**config.mk**
```make
export PLATFORM = sky130hd
export DESIGN_NAME = float32_add_sub
export DESIGN_NICKNAME = d
export VERILOG_FILES = /design/src/rtl/fadd_pkg.sv /design/src/rtl/fadd_norm.sv /design/src/rtl/float32_add_sub.sv
export SDC_FILE = /design/constraint.sdc
export NUM_CORES = 1
export LEC_CHECK = 0
export ABC_AREA = 1
export BUFFER_PORTS_ARGS = -buffer_cell sky130_fd_sc_hd__buf_2
export CORE_MARGIN = 5
export CORE_UTILIZATION = 40
export DETAILED_ROUTE_END_ITERATION = 7
export SLEW_MARGIN = 20
export SYNTH_ARGS = -nofsm -noshare
export SYNTH_HDL_FRONTEND = slang
export SYNTH_SLANG_ARGS = --single-unit
```
**constraint.sdc**
```tcl
create_clock -name clock -period 7.86 [get_ports clock]
set_input_delay 1.572 -clock clock [delete_from_list [all_inputs] [get_ports clock]]
set_output_delay 1.572 -clock clock [all_outputs]
set_load 0.1 [all_outputs]
```
**src/rtl/fadd_pkg.sv**
```systemverilog
// ----------------------------------------------------------------------------
// fadd_pkg: shared types and constants
// Field layout of a single word and the pipeline stage records.
// ----------------------------------------------------------------------------
package fadd_pkg;
   localparam int unsigned FRAC_W  = 23;
   localparam int unsigned EXP_W   = 8;
   localparam int unsigned GUARD_W = 7;
   localparam int unsigned MANT_W  = 31;   // hidden one + fraction + guard

   typedef logic [EXP_W-1:0]  exp_type;
   typedef logic [MANT_W-1:0] mant_type;

   // stage 1 -> 2: aligned operands
   typedef struct packed {
      logic     sign_a;
      logic     sign_b;
      exp_type  exp;
      mant_type mant_a;
      mant_type mant_b;
   } align_type;

   // stage 2 -> 3: raw truncated sum
   typedef struct packed {
      logic        sign;
      exp_type     exp;
      logic [24:0] sum;
   } sum_type;
endpackage

```
**src/rtl/fadd_norm.sv**
```systemverilog
// ----------------------------------------------------------------------------
// fadd_norm: normalize
// Finds the leading one of the truncated sum and packs the result word.
// ----------------------------------------------------------------------------
module fadd_norm (
   input  fadd_pkg::sum_type in_sum,
   output logic [31:0]       out_word
);
   import fadd_pkg::*;

   logic [4:0]  lead;
   logic [4:0]  lshift;
   logic [23:0] norm;
   exp_type     exp_n;

   always_comb begin
      lead = 5'd0;
      for (int i = 0; i < 25; i++) begin
         if (in_sum.sum[i]) lead = 5'(i);
      end
      lshift = 5'd23 - lead;
      norm   = 24'd0;
      exp_n  = in_sum.exp;
      if (in_sum.sum[24]) begin
         norm  = in_sum.sum[24:1];
         exp_n = in_sum.exp + 8'd1;
      end else begin
         norm  = in_sum.sum[23:0] << lshift;
         exp_n = in_sum.exp - 8'(lshift);
      end
      if (in_sum.sum == 25'd0) out_word = 32'd0;
      else out_word = {in_sum.sign, exp_n, norm[22:0]};
   end
endmodule

```
**src/rtl/float32_add_sub.sv**
```systemverilog
// ----------------------------------------------------------------------------
// float32_add_sub: truncating single-precision add/subtract
// Three-stage pipeline: align, add, normalize.
// ----------------------------------------------------------------------------
// Channel  Ports                                          Direction
// request  start/busy, req_operand_a/b, req_operation      in
// response rsp_strobe, rsp_sum_word                        out
//
// One word enters per cycle; busy stays low. Each result passes the align,
// add and normalize registers and shows one cycle wide on rsp_strobe. The
// stages hold the align shifter, the 31-bit adder and the leading-one
// normalizer, one per register stage. Reset clears the stage valid bits
// only. The receiver cannot stall, so the pipeline never holds.
module float32_add_sub (
   input  logic        clock,
   input  logic        reset,
   input  logic        start,
   output logic        busy,
   input  logic [31:0] req_operand_a,
   input  logic [31:0] req_operand_b,
   input  logic        req_operation,
   output logic        rsp_strobe,
   output logic [31:0] rsp_sum_word
);
   import fadd_pkg::*;

   align_type   s1_in, s1_ff;
   sum_type     s2_in, s2_ff;
   logic        v1_ff, v2_ff, v3_ff;
   logic [31:0] word_in, word_ff;

   assign busy = 1'b0;

   // stage 1: unpack, keep the larger exponent, align smaller operand
   always_comb begin
      exp_type  ea, eb;
      mant_type ma, mb;
      logic [7:0] d;
      ea = req_operand_a[30:23];
      eb = req_operand_b[30:23];
      ma = {1'b1, req_operand_a[22:0], 7'd0};
      mb = {1'b1, req_operand_b[22:0], 7'd0};
      s1_in.sign_a = req_operand_a[31];
      s1_in.sign_b = req_operand_b[31] ^ req_operation;
      if (ea < eb) begin
         d = eb - ea;
         ma = (d >= 8'd32) ? '0 : ma >> d[4:0];
         s1_in.exp = eb;
      end else begin
         d = ea - eb;
         mb = (d >= 8'd32) ? '0 : mb >> d[4:0];
         s1_in.exp = ea;
      end
      s1_in.mant_a = ma;
      s1_in.mant_b = mb;
   end

   // stage 2: magnitude compare, add or subtract, drop guard bits
   always_comb begin
      logic [31:0] r;
      logic        ge;
      ge = s1_ff.mant_a >= s1_ff.mant_b;
      if (s1_ff.sign_a ^ s1_ff.sign_b)
         r = ge ? {1'b0, s1_ff.mant_a - s1_ff.mant_b}
                : {1'b0, s1_ff.mant_b - s1_ff.mant_a};
      else
         r = {1'b0, s1_ff.mant_a} + {1'b0, s1_ff.mant_b};
      s2_in.sign = ge ? s1_ff.sign_a : s1_ff.sign_b;
      s2_in.exp  = s1_ff.exp;
      s2_in.sum  = r[31:7];
   end

   // stage 3: normalize
   fadd_norm u_norm (.in_sum(s2_ff), .out_word(word_in));

   always_ff @(posedge clock) begin
      s1_ff   <= s1_in;
      s2_ff   <= s2_in;
      word_ff <= word_in;
      if (reset) begin
         v1_ff <= 1'b0;
         v2_ff <= 1'b0;
         v3_ff <= 1'b0;
      end else begin
         v1_ff <= start;
         v2_ff <= v1_ff;
         v3_ff <= v2_ff;
      end
   end

   assign rsp_strobe   = v3_ff;
   assign rsp_sum_word = word_ff;
endmodule

```
==> flow_metrics.py <==
metrics = {
    "clock_tree": {
        "tritoncts": "built",
        "cts_buffer_depth": 2,
        "numCtsBuffers": 17,
        "clock-sinks": 141,
        "insertion_delay_ns": 0.45,
        "holdBufCountCts": 0,
        "cts.repair.resized": 0,
        "clock-root-buffer": "clkbuf_16",
        "clk_pin_slew_ns": 0.07,
        "cts_setup_buffers": 0,
        "h-tree-depth": 4,
    },
    "synthesis": {
        "ys_ff_latch": 141,
        "ys_async_sr_fraction": 0,
        "yosys.area_share.simple": 0.233,
        "muxShareOfSynthArea": 0.0510,
        "netlist_area_sq_um": 13100,
        "synth_compound_area_frac": 0.236,
        "syn-num-nets": 2231,
        "synth-edff-count": 0,
        "synth_xor_area_frac": 0.0328,
        "synth_top_family_by_area": "compound AO/OA/AOI/OAI gates",
        "yosysWarningCount": 0,
        "avgSynthCellArea_sq_um": 6.39,
        "synth_cell_types": 58,
        "synthAdderAreaFrac": 0.116,
        "syn_inst": 2044,
        "synth_seq_area_share": 0.216,
        "ys.flop_type": "dfxtp_1",
    },
    "power_and_ir_drop": {
        "combPwrFrac": 0.643,
        "p_leak_uw": 0.00723,
        "clkPwrFrac": 0.154,
        "p_per_area_nw_per_um2": 368,
        "vdd_ir_drop_max_mv": 0.285,
        "p_int_uw": 2280,
        "power.switching_uw": 3030,
        "finalPower_uw": 5310,
        "swShare": 0.570,
        "p_seq_frac": 0.202,
    },
    "routing": {
        "first_iter_violations": 1321,
        "vias_per_cell": 5.45,
        "ant_nets": 0,
        "vias": 13776,
        "dr.pass1.iters": 6,
        "drc": 0,
        "drt_wl_total_mm": 46.3,
        "wire_per_inst_um": 18.3,
    },
    "placement": {
        "placed_cell_area_sq_um": 13800,
        "gp_congestion": 0.965,
        "dp_hpwl_mm": 37.9,
        "io_buffers": 100,
        "numPlacedInstances": 2498,
    },
    "cells_and_area": {
        "diodes": 0,
        "nNetsFinal": 2262,
        "mostFrequentLayoutCells": "nand2_1, inv_1, o21ai_0, a21oi_1, nor2_1",
        "fin_area_sq_um": 14400,
        "mostFrequentLayoutCell": "nand2_1",
        "areaGrowthSynthToFinish_pct": 10.3,
        "final_cells": 2530,
        "drive_gt1_frac": 0.0843,
        "postLayoutCoreUtil": 0.445,
    },
    "hold_path": {
        "min_to": "s2_ff[31]",
        "hold_path_depth": 0,
        "hold_path.startpoint": "s1_ff[68]",
        "hold_path_class": "flip-flop to flip-flop",
    },
    "grt": {
        "antenna_found_initial": 0,
        "grt_pass1_vias": 13171,
        "grt_max_degree": 96,
        "overflow": 0,
        "grt_pass1_wl_mm": 72.0,
        "grt_use_total": 0.250,
    },
    "critical_path": {
        "arrival_ns": 5.43,
        "timing.rr.end": "rsp_sum_word[30]",
        "slowest_stage": "clkinv_1",
        "crit_required_ns": 8.17,
        "reg2regPathDepth": 30,
        "crit-reg2reg-launch": "s2_ff[3]",
        "path_max_fanout": 25,
        "cp_common_cell": "nor2_1",
        "startpoint_type": "flip-flop",
        "regToRegSetupSlack_ns": 2.74,
        "end_kind": "flip-flop",
        "worstSetupPathType": "flip-flop to flip-flop",
        "max_stage_delay_ns": 0.60,
    },
    "floorplanning": {
        "core_area_sq_um": 32400,
        "initial_core_util": 0.404,
        "core.rowCount": 66,
        "die_h_um": 191,
        "fp.dieArea_sq_um": 36400,
        "die_w_um": 191,
        "ios": 102,
    },
    "sta": {
        "period_share": 0.651,
        "rsz0062_at_grt": "false",
        "worstMarginPinSlew_ns": 0.911,
        "timing_hold_violations_final": 0,
        "finalSetupViolCount": 0,
        "max_freq_ghz": 0.195,
        "fin_crit_ns": 5.12,
        "tns_ns": 0,
        "final_max_slew_viol_count": 0,
        "slew_headroom": 0.385,
        "skew_ns": 0.0116,
    },
    "run_status": {
        "status": "finished, final reports clean",
    },
    "run": {
        "drv_cap": 0,
    },
}
critical path: cells and delay by family (launching register included):
family | cells | cell delay [ns]
compound gates | 7 | 1.26
xor+xnor | 1 | 0.12
fa+ha+maj | 1 | 0.30
buf+inv | 7 | 1.26
flops | 1 | 0.36
simple gates | 14 | 1.65
routing by layer:
metal | GRT usage | up-vias | part of all wire
li1 | - | 6836 | -
met4 | 0.116 | 0 | 0.046
met2 | 0.430 | 559 | 0.47
met5 | 0 | - | 0
met1 | 0.316 | 6266 | 0.42
met3 | 0.0244 | 115 | 0.060
power groups by stage:
| stage | clock network (uW) | logic [uW] | registers [uW] |
|---|---|---|---|
| after floorplan | 0 | 1970 | 1630 |
| after global placement | 0 | 3390 | 1090 |
| after detailed placement | 0 | 3360 | 1100 |
| after CTS | 832 | 3380 | 1080 |
| after global routing | 861 | 3740 | 1090 |
| final | 819 | 3410 | 1070 |
layout make-up:
type	count	area (sq um)
Fill cell	3590	18000
Multi-Input combinational cell	1513	8760
Sequential cell	141	2820
Inverter	289	1080
Timing Repair Buffer	113	598
Tap cell	442	553
Clock buffer	17	425
Clock inverter	15	173
metrics by stage:
stage	hold WS (ns)	setup slack, ns
global route	0.333	2.22
finish	0.327	2.74
floorplan	0.310	3.80
global placement	0.313	2.86
CTS	0.328	2.83
detailed placement	0.312	2.87
Yosys cell counts, types with 7 or more instances:
library cell | count | area, sq um
nand2_1 | 378 | 1420
inv_1 | 284 | 1070
o21ai_0 | 196 | 981
a21oi_1 | 177 | 886
nor2_1 | 167 | 627
nand3_1 | 153 | 766
dfxtp_1 | 141 | 2820
ha_1 | 116 | 1450
clkbuf_1 | 77 | 289
mux2i_1 | 61 | 611
o22ai_1 | 44 | 275
xor2_1 | 44 | 385
o211ai_1 | 22 | 165
o21ai_1 | 22 | 110
nor3_1 | 13 | 65.1
or2_2 | 12 | 75.1
a31oi_1 | 9 | 56.3
buf_1 | 9 | 33.8
o21a_1 | 9 | 67.6
buf_2 | 8 | 40.0
o21bai_1 | 8 | 60.1
a21o_1 | 7 | 52.6
state kept, by name (all words and copies together) (netlist names):
signal	count
rsp_strobe	1
v1_ff	1
rsp_sum_word	32
v2_ff	1
s2_ff	34
s1_ff	72
worst max path at each step:
stage | startpoint | end | slack, ns | depth (start not counted)
after floorplan | req_operand_a[23] | s1_ff[10] | 3.80 | 10
after global placement | s2_ff[3] | rsp_sum_word[30] | 2.86 | 30
after CTS | s2_ff[3] | rsp_sum_word[30] | 2.83 | 30
final | s2_ff[3] | rsp_sum_word[30] | 2.74 | 30
after detailed placement | req_operand_a[23] | s1_ff[55] | 2.87 | 12
after global routing | s2_ff[2] | rsp_sum_word[30] | 2.22 | 45
cell families after synthesis:
group                      after synthesis
AOI/OAI and AO/OA                      542
xor gates and xnor gates                49
adders and majority gates              119
buffers and inverters                  390
DFF                                    141
muxes                                   66
other                                    1
and+or+nand+nor                        736
Note: power is estimated with default switching activity, not from simulation.
